File: src/rtl/texture_sampler_nearest_bilinear_macros.svh
// Assertion macros for the texture sampler.
`ifndef TEXTURE_SAMPLER_NEAREST_BILINEAR_MACROS_SVH
`define TEXTURE_SAMPLER_NEAREST_BILINEAR_MACROS_SVH
`ifndef SYNTH
// antecedent implies consequent in the same cycle (consequent may be a sequence)
`define TSNB_ASSERT_IMPLIES(label, clk, rst, ante, cons) \
   label: assert property (@(posedge clk) disable iff (rst) (ante) |-> (cons)) \
      else $error("texture sampler check failed");
// antecedent implies consequent in the next cycle
`define TSNB_ASSERT_NEXT(label, clk, rst, ante, cons) \
   label: assert property (@(posedge clk) disable iff (rst) (ante) |=> (cons)) \
      else $error("texture sampler check failed");
`else
`define TSNB_ASSERT_IMPLIES(label, clk, rst, ante, cons)
`define TSNB_ASSERT_NEXT(label, clk, rst, ante, cons)
`endif
`endif

File: src/rtl/tsnb_pkg.sv
// Shared constants for the texture sampler.
package tsnb_pkg;
   localparam int MAX_DIM_DEF   = 64;
   localparam int FRAC_BITS_DEF = 8;

   localparam int COORD_W    = 20;
   localparam int COORD_FRAC = 16;
   localparam int CHAN_W     = 8;
   localparam int COLOR_W    = 32;
   localparam int NUM_CHAN   = COLOR_W / CHAN_W;
   localparam int TEXEL_XY_W = 6;
   localparam int CFG_DIM_W  = 7;
   localparam int CSR_ADDR_W = 4;
   localparam int CSR_DATA_W = 32;

   // request kinds
   localparam logic REQ_WRITE  = 1'b0;
   localparam logic REQ_SAMPLE = 1'b1;

   // filter modes
   localparam logic FILTER_NEAREST  = 1'b0;
   localparam logic FILTER_BILINEAR = 1'b1;

   // register indexes
   typedef logic [1:0] reg_idx_type;
   localparam reg_idx_type REG_FILTER_MODE = 2'd0;
   localparam reg_idx_type REG_TEX_WIDTH   = 2'd1;
   localparam reg_idx_type REG_TEX_HEIGHT  = 2'd2;
endpackage

File: src/rtl/tsnb_blend.sv
// Two-stage per-channel blend: horizontal lerp, then vertical lerp.
module tsnb_blend import tsnb_pkg::*; #(
   parameter int FRAC_BITS = FRAC_BITS_DEF
) (
   input  logic                 clock,
   input  logic                 reset,
   input  logic                 valid_in,
   input  logic [FRAC_BITS-1:0] tx,
   input  logic [FRAC_BITS-1:0] ty,
   input  logic [COLOR_W-1:0]   c00,
   input  logic [COLOR_W-1:0]   c10,
   input  logic [COLOR_W-1:0]   c01,
   input  logic [COLOR_W-1:0]   c11,
   output logic                 valid_out,
   output logic [COLOR_W-1:0]   color
);
   localparam int PRW = CHAN_W + FRAC_BITS + 2;

   // a + floor((b - a) * t / 2^FRAC_BITS); result always lies in [a, b]
   function automatic logic [CHAN_W-1:0] lerp_chan(input logic [CHAN_W-1:0] a,
                                                   input logic [CHAN_W-1:0] b,
                                                   input logic [FRAC_BITS-1:0] t);
      logic signed [CHAN_W:0]  diff;
      logic signed [PRW-1:0]   prod;
      logic signed [PRW-1:0]   step;
      diff = $signed({1'b0, b}) - $signed({1'b0, a});
      prod = PRW'(diff) * PRW'($signed({1'b0, t}));
      step = prod >>> FRAC_BITS;
      return a + step[CHAN_W-1:0];
   endfunction

   logic [COLOR_W-1:0]   top_in, bot_in, top_ff, bot_ff, color_in, color_ff;
   logic [FRAC_BITS-1:0] ty_ff;
   logic                 valid_h_ff, valid_v_ff;

   // horizontal blend of both rows
   always_comb begin
      for (int ch = 0; ch < NUM_CHAN; ch++) begin
         top_in[ch*CHAN_W +: CHAN_W] = lerp_chan(c00[ch*CHAN_W +: CHAN_W],
                                                 c10[ch*CHAN_W +: CHAN_W], tx);
         bot_in[ch*CHAN_W +: CHAN_W] = lerp_chan(c01[ch*CHAN_W +: CHAN_W],
                                                 c11[ch*CHAN_W +: CHAN_W], tx);
      end
   end

   // vertical blend
   always_comb begin
      for (int ch = 0; ch < NUM_CHAN; ch++) begin
         color_in[ch*CHAN_W +: CHAN_W] = lerp_chan(top_ff[ch*CHAN_W +: CHAN_W],
                                                   bot_ff[ch*CHAN_W +: CHAN_W], ty_ff);
      end
   end

   always_ff @(posedge clock) begin
      top_ff   <= top_in;
      bot_ff   <= bot_in;
      ty_ff    <= ty;
      color_ff <= color_in;
   end

   always_ff @(posedge clock) begin
      if (reset) begin
         valid_h_ff <= 1'b0;
         valid_v_ff <= 1'b0;
      end else begin
         valid_h_ff <= valid_in;
         valid_v_ff <= valid_h_ff;
      end
   end

   assign valid_out = valid_v_ff;
   assign color     = color_ff;
endmodule

File: config.mk
export PLATFORM = sky130hd
export DESIGN_NAME = tsnb_blend
export DESIGN_NICKNAME = d
export VERILOG_FILES = /design/src/rtl/texture_sampler_nearest_bilinear_macros.svh /design/src/rtl/tsnb_pkg.sv /design/src/rtl/tsnb_blend.sv
export SDC_FILE = /design/constraint.sdc
export NUM_CORES = 2
export LEC_CHECK = 0
export BUFFER_PORTS_ARGS = -buffer_cell sky130_fd_sc_hd__buf_4
export CAP_MARGIN = 30
export CELL_PAD_IN_SITES_DETAIL_PLACEMENT = 1
export CELL_PAD_IN_SITES_GLOBAL_PLACEMENT = 1
export CORE_MARGIN = 3
export CORE_UTILIZATION = 54
export CTS_CLUSTER_SIZE = 14
export DETAILED_ROUTE_END_ITERATION = 10
export GPL_TIMING_DRIVEN = 1
export PLACE_DENSITY = 0.95
export SLEW_MARGIN = 25
export SYNTH_ARGS = -nofsm -noshare
export SYNTH_HDL_FRONTEND = slang
export SYNTH_SLANG_ARGS = --single-unit
File: constraint.sdc
create_clock -name clock -period 22.4 [get_ports clock]
set_input_delay 4.48 -clock clock [delete_from_list [all_inputs] [get_ports clock]]
set_output_delay 4.48 -clock clock [all_outputs]
set_load 0.02 [all_outputs]
==> run_results.csv <==
group,metric,value,unit
clock_network,cts_tree,"done",
route,wire_per_inst,27.9,um
yosys,yosysUniqueCellTypes,52,
final_layout,areaGrowthSynthToFinish,6.98,%
global_routing,grt_pass1_vias,40000,
place,dpl.hpwl,102000,um
clock_network,cts_made_buffers,9,
route,wl_met3,13100,um
floorplanning,die_area,72600,um^2
clock_network,holdBufCountCts,0,
timing,finalCritPeriodShare,55.1,%
floorplanning,initial_core_util,55.1,%
timing,worst_pin_slew,1060,ps
floorplanning,die_w,269,um
global_routing,antenna_found_initial,7,
route,via_per_inst,6.22,
global_routing,grt_pass1_wl,230000,um
route,top_layer,"met5",
yosys,synth_edf_count,0,
final_layout,fill_cells,8062,
place,dp.cells,5339,
critical_path,path_class,"primary input to flop",
floorplanning,core,68000,um^2
final_layout,final_cells,5363,
timing,setup_violations,0,
critical_path,arrival,12650,ps
place,port_buffers,179,
place,place_congestion,0.881,
clock_network,clkTransAtPathRegs,100,ps
route,antenna_left,0,
final_layout,final_common_cell,"inv_1",
yosys,synth_nets,5656,
timing,slew_headroom,29.5,%
final_layout,mostFrequentLayoutCells,"inv_1, fa_1, ha_1, nand2_1, and2_1",
route,drc,0,
clock_network,cts_resized,0,
clock_network,postCtsSetupBuffers,0,
critical_path,reg2reg_depth,28,
yosys,ys_warn_count,0,
min_path,hold_class,"flop to flop",
yosys,syn_avg_cell_area,8.67,um^2
yosys,netlist_area,37500,um^2
global_routing,grt_overflow,0,
yosys,yosysSeqAreaShare,5.66,%
critical_path,critPathMaxFanout,8,
global_routing,grt_start_max_net_pins,74,
clock_network,clock-sinks,106,
route,drt_iter0_markers,2824,
route,totalWireLength,149000,um
route,met1_length,49900,um
floorplanning,num_rows,95,
run_status,status,"complete, no violations",
critical_path,endpoint_kind,"flop",
clock_network,cts_root_buffer,"clkbuf_16",
yosys,synth_top_flop_cell,"dfxtp_1",
timing,rsz0062_at_grt,"no",
yosys,ys_seq_elements,106,
run,drv_cap,0,
critical_path,cp-start-kind,"primary input",
final_layout,drive_above_1_share,5.16,%
timing,report.final.slew_viol_count,0,
route,drt_first_pass_iters,6,
clock_network,clockBufferDepth,2,
min_path,hold_depth,1,
route,wl_met2,71300,um
critical_path,crit_path_start,"c00[16]",
timing,hold_viol_final,0,
route,num_vias,33400,
clock_network,htree_levels,3,
yosys,syn_inst,4321,
floorplanning,top_level_ports,180,
timing,post-route-min-period,12340,ps
min_path,min_from,"valid_h_ff",
critical_path,rr_startpoint,"top_ff[17]",
clock_network,clk_latency,440,ps
timing,skew,23.1,ps
timing,tns,0,ps
timing,max_freq,81.1,MHz
floorplanning,die_h,269,um
timing,whs,455,ps
final_layout,nets,5767,
global_routing,grt_usage,41.0,%
critical_path,critPathRequiredTime,22720,ps
yosys,async_reset_ff_share,0,%
-- per-stage QoR --
| stage | instance area [um^2] | worst slack, ps | utilization (%) |
|---|---|---|---|
| after floorplan | 37500 | 11280 | - |
| after global placement | 39700 | 10820 | 58.4 |
| after detailed placement | 39700 | 10060 | 58.4 |
| after CTS | 40000 | 10360 | 58.9 |
| after global routing | 40100 | 9870 | 59.0 |
| final | 40100 | 10060 | 59.0 |
-- area by class of cell --
cell class              count  area, um^2  area share, %
flip-flops and latches    106        2120           5.30
clock buffers              11         243          0.605
clock inverters             5        63.8          0.159
well taps                 921        1150           2.87
multi-input cells        3075       31100           77.5
repair buffers            199        1500           3.75
diodes                      5        12.5         0.0312
inverters                1041        3910           9.75
-- worst max-delay path, cell delays in order --
cell	delay, ps
buf_4	130
ha_1	210
fa_1	420
o21ai_0	190
a21oi_1	130
a2bb2oi_1	180
nor2b_1	150
xnor2_1	580
nand2_1	210
fa_1	580
inv_1	70
fa_1	550
inv_1	80
fa_1	540
inv_1	50
fa_1	440
ha_1	220
or3_1	370
a41oi_1	260
o31ai_1	180
and2_1	260
a311o_1	600
a21oi_1	310
xnor2_1	150
ha_1	260
o41a_1	450
xnor2_1	150
xnor3_1	420
-- cell families (layout without fill, tap and decap cells) --
logic type	Yosys count	in the layout	synth area share [%]
AO/OA/AOI/OAI	316	316	5.42
XOR/XNOR	283	283	7.02
adder cells (fa/ha/maj)	1188	1188	53.1
buffers and inverters	1140	1256	11.4
flip-flops	106	106	5.66
other	0	5	0
AND/OR/NAND/NOR	1288	1288	17.4
-- sequential cells by signal (all words and copies together), names as in the netlist --
signal,cells
valid_h_ff,1
valid_out,1
bot_ff,32
ty_ff,8
top_ff,32
color,32
-- metal layers --
layer / vias up / GRT usage (%)
met3: 1228 / 10.6
met2: 2425 / 68.7
li1: 13300 / -
met5: - / 0
met4: 2 / 35.0
met1: 16500 / 43.3
-- Yosys cell counts, drive strengths merged (9+ instances only) --
cell type | instances | area share, %
a211o | 9 | 0.21
a21boi | 15 | 0.30
a21o | 31 | 0.62
a21oi | 89 | 1.2
a31oi | 11 | 0.18
and2 | 254 | 4.2
and3 | 40 | 0.67
buf | 9 | 0.097
clkbuf | 90 | 0.90
dfxtp | 106 | 5.7
fa | 672 | 36
ha | 516 | 17
inv | 1041 | 10
nand2 | 411 | 4.1
nand2b | 88 | 1.5
nand3 | 64 | 0.85
nor2 | 169 | 1.7
nor2b | 156 | 2.6
nor3 | 58 | 0.77
o21a | 16 | 0.32
o21ai | 95 | 1.3
o31ai | 12 | 0.30
o41a | 12 | 0.36
or3 | 23 | 0.38
xnor2 | 208 | 4.9
xnor3 | 11 | 0.66
xor2 | 64 | 1.5
-- worst paths after layout --
check / to / slack (ps)
worst max-delay path: top_ff[23] / 10060
worst min-delay path: valid_out / 460
worst max register to register: color[23] / 13650
worst min register to register: valid_out / 460
Power is not shown: default switching activity piles up to over one toggle a cycle in this logic, so the estimate is an artifact.
