[src/rtl/texture_sampler_nearest_bilinear_macros.svh]
// Assertion macros for the texture sampler.
`ifndef TEXTURE_SAMPLER_NEAREST_BILINEAR_MACROS_SVH
`define TEXTURE_SAMPLER_NEAREST_BILINEAR_MACROS_SVH
`ifndef SYNTH
// antecedent implies consequent in the same cycle (consequent may be a sequence)
`define TSNB_ASSERT_IMPLIES(label, clk, rst, ante, cons) \
   label: assert property (@(posedge clk) disable iff (rst) (ante) |-> (cons)) \
      else $error("texture sampler check failed");
// antecedent implies consequent in the next cycle
`define TSNB_ASSERT_NEXT(label, clk, rst, ante, cons) \
   label: assert property (@(posedge clk) disable iff (rst) (ante) |=> (cons)) \
      else $error("texture sampler check failed");
`else
`define TSNB_ASSERT_IMPLIES(label, clk, rst, ante, cons)
`define TSNB_ASSERT_NEXT(label, clk, rst, ante, cons)
`endif
`endif

[src/rtl/tsnb_pkg.sv]
// Shared constants for the texture sampler.
package tsnb_pkg;
   localparam int MAX_DIM_DEF   = 64;
   localparam int FRAC_BITS_DEF = 8;

   localparam int COORD_W    = 20;
   localparam int COORD_FRAC = 16;
   localparam int CHAN_W     = 8;
   localparam int COLOR_W    = 32;
   localparam int NUM_CHAN   = COLOR_W / CHAN_W;
   localparam int TEXEL_XY_W = 6;
   localparam int CFG_DIM_W  = 7;
   localparam int CSR_ADDR_W = 4;
   localparam int CSR_DATA_W = 32;

   // request kinds
   localparam logic REQ_WRITE  = 1'b0;
   localparam logic REQ_SAMPLE = 1'b1;

   // filter modes
   localparam logic FILTER_NEAREST  = 1'b0;
   localparam logic FILTER_BILINEAR = 1'b1;

   // register indexes
   typedef logic [1:0] reg_idx_type;
   localparam reg_idx_type REG_FILTER_MODE = 2'd0;
   localparam reg_idx_type REG_TEX_WIDTH   = 2'd1;
   localparam reg_idx_type REG_TEX_HEIGHT  = 2'd2;
endpackage

[src/rtl/tsnb_axis.sv]
// One coordinate axis: scale by the texture size, then split into indices and weight.
module tsnb_axis import tsnb_pkg::*; #(
   parameter int MAX_DIM   = MAX_DIM_DEF,
   parameter int FRAC_BITS = FRAC_BITS_DEF
) (
   input  logic                              clock,
   input  logic signed [COORD_W-1:0]         coord,
   input  logic [$clog2(MAX_DIM+1)-1:0]      dim,
   input  logic                              mode,
   output logic [$clog2(MAX_DIM)-1:0]        idx0,
   output logic [$clog2(MAX_DIM)-1:0]        idx1,
   output logic [FRAC_BITS-1:0]              frac
);
   localparam int DW = $clog2(MAX_DIM + 1);
   localparam int IW = $clog2(MAX_DIM);
   localparam int PW = COORD_W + DW + 1;
   localparam int FW = PW + 1;
   localparam int BW = FW - COORD_FRAC;
   localparam logic [COORD_FRAC-1:0] COORD_MAX = '1;

   // stage A: clamp for nearest, multiply by size
   logic signed [COORD_W-1:0] cin;
   logic signed [PW-1:0]      cin_ext, dim_ext, prod_in, prod_ff;
   logic                      mode_ff;
   logic [DW-1:0]             dim_ff;

   always_comb begin
      cin = coord;
      if (mode == FILTER_NEAREST) begin
         if (coord < 0) begin
            cin = '0;
         end else if (coord[COORD_W-1:COORD_FRAC] != '0) begin
            cin = COORD_W'($signed({1'b0, COORD_MAX}));
         end
      end
      cin_ext = PW'(cin);
      dim_ext = PW'($signed({1'b0, dim}));
      prod_in = cin_ext * dim_ext;
   end

   always_ff @(posedge clock) begin
      prod_ff <= prod_in;
      mode_ff <= mode;
      dim_ff  <= dim;
   end

   // stage B: half-texel offset (bilinear only), floor, clamp both neighbors
   logic signed [FW-1:0] f_val;
   logic signed [BW-1:0] base, base1, hi;
   logic [IW-1:0]        idx0_in, idx1_in, idx0_ff, idx1_ff;
   logic [FRAC_BITS-1:0] frac_in, frac_ff;

   always_comb begin
      f_val = FW'(prod_ff);
      if (mode_ff == FILTER_BILINEAR) begin
         f_val = FW'(prod_ff) - FW'($signed({1'b0, 1'b1, {(COORD_FRAC-1){1'b0}}}));
      end
      base  = BW'(f_val >>> COORD_FRAC);
      base1 = base + BW'(1);
      hi    = BW'($signed({1'b0, dim_ff})) - BW'(1);
      frac_in = (mode_ff == FILTER_BILINEAR) ?
                f_val[COORD_FRAC-1 -: FRAC_BITS] : '0;
      if (base < 0) begin
         idx0_in = '0;
      end else if (base > hi) begin
         idx0_in = IW'(hi);
      end else begin
         idx0_in = IW'(base);
      end
      if (base1 < 0) begin
         idx1_in = '0;
      end else if (base1 > hi) begin
         idx1_in = IW'(hi);
      end else begin
         idx1_in = IW'(base1);
      end
   end

   always_ff @(posedge clock) begin
      idx0_ff <= idx0_in;
      idx1_ff <= idx1_in;
      frac_ff <= frac_in;
   end

   assign idx0 = idx0_ff;
   assign idx1 = idx1_ff;
   assign frac = frac_ff;
endmodule

[config.mk]
export PLATFORM = sky130hd
export DESIGN_NAME = tsnb_axis
export DESIGN_NICKNAME = d
export VERILOG_FILES = /design/src/rtl/texture_sampler_nearest_bilinear_macros.svh /design/src/rtl/tsnb_pkg.sv /design/src/rtl/tsnb_axis.sv
export SDC_FILE = /design/constraint.sdc
export NUM_CORES = 1
export LEC_CHECK = 0
export ABC_AREA = 1
export BUFFER_PORTS_ARGS = -buffer_cell sky130_fd_sc_hd__buf_4
export CORE_AREA = 2 2 164 166
export DETAILED_ROUTE_END_ITERATION = 8
export DIE_AREA = 0 0 166 168
export PLACE_DENSITY_LB_ADDON = 0.1
export SYNTH_ARGS = -nofsm -noshare
export SYNTH_HDL_FRONTEND = slang
export SYNTH_SLANG_ARGS = --single-unit
[constraint.sdc]
create_clock -name clock -period 11.95 [get_ports clock]
set_clock_uncertainty 0.2 [all_clocks]
set_input_delay 2.39 -clock clock [delete_from_list [all_inputs] [get_ports clock]]
set_output_delay 2.39 -clock clock [all_outputs]
set_load 0.005 [all_outputs]
==> flow_summary.json <==
{
  "dp_cell_count": 1416,
  "core_region_area_sq_um": 26400,
  "endpoint_arrival_time_on_the_critical_path_ns": 7.85,
  "grtUsageTotal_pct": 15.5,
  "placement_rows": 60,
  "drt-vias-per-instance": 4.41,
  "chipHeight_um": 168,
  "cts_buffers": 5,
  "fmax_mhz": 127,
  "global_route.overflow_total": 0,
  "num_antenna_cells": 0,
  "post_layout_nonfiller_instances": 1424,
  "required_ns": 11.94,
  "place.detailed.hpwl_mm": 18.3,
  "power_leakage_nw": 4.54,
  "grt_antenna_before_repair": 1,
  "initial_utilization_pct": 29.5,
  "post_synth_inst_count": 1040,
  "reg2reg_from": "prod_ff[15]",
  "hold_path.class": "flip-flop to flip-flop",
  "pin_count": 49,
  "clock_insertion_delay_worst_skew_ns": 0.29,
  "routedWlPerCell_um": 14.8,
  "dr.first_iter.drc_count": 307,
  "postCtsSetupRepairBufs": 0,
  "most_frequently_used_flop_master_after_synthesis": "dfxtp_1",
  "clock_power_share_pct": 8.3,
  "pwr-share-comb_pct": 77.9,
  "hold_start": "prod_ff[8]",
  "final_common_cell": "inv_1",
  "post-route-period-util_pct": 65.8,
  "final_nets": 1299,
  "yosys.cell_types.count": 43,
  "number_of_vias_after_detailed_routing": 6277,
  "worst-setup-path-type": "input port to flip-flop",
  "synth_area_leader_cell": "fa_1",
  "synth.net_count": 1257,
  "critical_path.top_delay_family": "adder cells",
  "gp_congestion": 0.831,
  "route.antenna.remaining_nets": 0,
  "worst_setup_path_startpoint": "coord[16]",
  "switchingPower_mw": 1.10,
  "cts.path.max_buffers": 2,
  "number_of_hold_buffers_added_after_cts": 0,
  "synth.top_cells.by_area": "fa_1 27%, ha_1 13%, dfxtp_1 12%",
  "timing.final.setup_violations": 0,
  "timing.max_cap.violations": 0,
  "finalWorstPathRequiredPeriod_ns": 7.86,
  "maximum_number_of_pins_on_one_net_before_global_route_repair": 21,
  "internal_power_uw": 913,
  "global_route_wire_length_before_repair_mm": 34.7,
  "clock_sinks": 48,
  "sw_frac_of_total_pct": 54.6,
  "placement.cell_area_sq_um": 8500,
  "commonest_cells_after_routing_fill_and_taps_aside": "227 x inv_1, 175 x nor2_1, 168 x nand2_1",
  "portBuffers": 48,
  "hold_viol": 0,
  "timing.critical_path.mode_cell": "nand2_1",
  "drt-total-wl_mm": 21.0,
  "startpoint_type": "input port",
  "die_w_um": 166,
  "post_synth.cell_area_avg_sq_um": 7.46,
  "cpMaxStageDelayCell": "o21ai_0",
  "cts_tree": "yes",
  "slowest_delay_ns": 0.80,
  "htree_levels": 2,
  "cp_num_buf_inv": 6,
  "grt_setup_unrepaired": "no",
  "clk_pin_slew_worst_setup_hold_paths_ns": 0.07,
  "drive_above_1_share_pct": 7.85,
  "post-route-drc-count": 0,
  "drt_first_pass_iters": 4,
  "total_negative_slack_for_setup_checks_ns": 0,
  "final_max_slew_viol_count": 0,
  "worstPathMaxFanout": 14,
  "status": "finished, final reports clean",
  "cells_along_the_critical_path": "buf_4, nor2_1, nand2_1, nand2_1, inv_1, o21ai_0, inv_1, nand2_1, fa_1, inv_1, fa_1, fa_1, inv_1, fa_1, inv_1, ha_1, a21oi_1, o21ai_0, a21oi_1, nor2_1, a211oi_1, nand2_1, nand2_1, nand2_1",
  "ys.warnings.count": 0,
  "synth-seq-cells": 48,
  "worst_slew_pin_slew_ns": 0.944,
  "power_per_cell_area_nw_per_um2": 232,
  "vdd_ir_drop_max_uv": 82.9,
  "cts_resized": 0,
  "fraction_of_post_synthesis_cell_area_in_the_top_cell_type_by_area_pct": 27.1,
  "seq_power_share_pct": 13.8,
  "asyncSetResetFlopFracSynth_pct": 0,
  "layout.cell_area.non_filler_sq_um": 8680,
  "cts_root_buffer": "clkbuf_16",
  "grt_pass1_vias": 6516,
  "floorplan.die_area_sq_um": 27900,
  "syn_to_final_growth_pct": 11.8,
  "syn-cell-area_sq_um": 7760,
  "endpoint_kind": "flip-flop",
  "number_of_enable_type_register_cells_in_the_synthesized_netlist": 0,
  "synth-seq-area-share_pct": 12.4,
  "relSlewSlack_pct": 36.4
}
## synth_stat cells, types with 3 or more instances
cell type / count
clkbuf_1: 12
a31oi_1: 3
xnor2_1: 11
o21ai_0: 31
fa_1: 105
nor2_2: 6
nor2_4: 4
nor2_1: 175
nand3_1: 24
inv_1: 227
nor3_1: 12
nand2_1: 168
a21oi_1: 43
nand4_1: 7
ha_1: 83
xor2_1: 27
nand3b_1: 3
o21a_1: 7
o21ai_1: 10
or2_2: 7
dfxtp_1: 48
## logic make-up (layout without fill, tap and decap cells)
group | after synthesis | count (layout) | synth area share (%)
XOR/XNOR | 41 | 41 | 5.06
AND/OR/NAND/NOR | 416 | 416 | 22.8
buffers and inverters | 242 | 285 | 11.7
flip-flops | 48 | 48 | 12.4
AO/OA/AOI/OAI | 105 | 105 | 7.54
adder cells (fa/ha/maj) | 188 | 188 | 40.5
## path summary, 6_finish.rpt
kind | end | slack (ns) | cells past startpoint
setup / recovery | prod_ff[27] | 4.09 | 24
hold / removal | frac[0] | 0.22 | 2
setup reg to reg | idx1[5] | 7.82 | 19
hold reg to reg | frac[0] | 0.22 | 2
## state kept, by name, indices dropped and copies added (netlist names)
name,count
dim_ff,7
frac,8
idx0,6
idx1,6
mode_ff,1
prod_ff,20
## final cells by class
class / instances / area [sq um]
clock buffers: 6 / 139
repair buffers: 48 / 360
flip-flops and latches: 48 / 961
well taps: 341 / 427
multi-input cells: 750 / 5890
clock inverters: 2 / 38.8
inverters: 229 / 860
fillers: 2866 / 17700
## stage by stage
stage | hold WS [ns] | util [%] | setup slack (ns) | total power, mW
finish | 0.218 | 32.9 | 4.09 | 2.01
global route | 0.244 | 32.9 | 3.67 | 2.29
CTS | 0.220 | 32.9 | 4.07 | 2.04
detailed placement | 0.204 | 32.3 | 3.76 | 1.86
global placement | 0.203 | 32.3 | 3.78 | 1.88
floorplan | 0.190 | - | 4.79 | 1.42
## metal layers
| layer | share of wire, % | global-route usage (%) | wire length, um |
|---|---|---|---|
| met1 | 53 | 22.9 | 11100 |
| met2 | 44 | 25.4 | 9240 |
| met3 | 2.6 | 0.917 | 553 |
| met4 | 0.59 | 2.61 | 125 |
| met5 | 0 | 0 | 0 |
## power groups by stage
stage          registers [mW]  clock network, mW  logic [mW]
2_1_floorplan           0.278                  0        1.15
6_report                0.278              0.166        1.57
3_5_place_dp            0.284                  0        1.58
4_1_cts                 0.280              0.172        1.58
3_3_place_gp            0.284                  0        1.59
5_1_grt                 0.286              0.179        1.82
## worst min-delay path, delay by kind of cell, from the launching register on
kind / cells / cell delay, ns
flops: 1 / 0.31
simple gates: 1 / 0.05
buf+inv: 1 / 0.04
(Power assumes the default switching activity.)
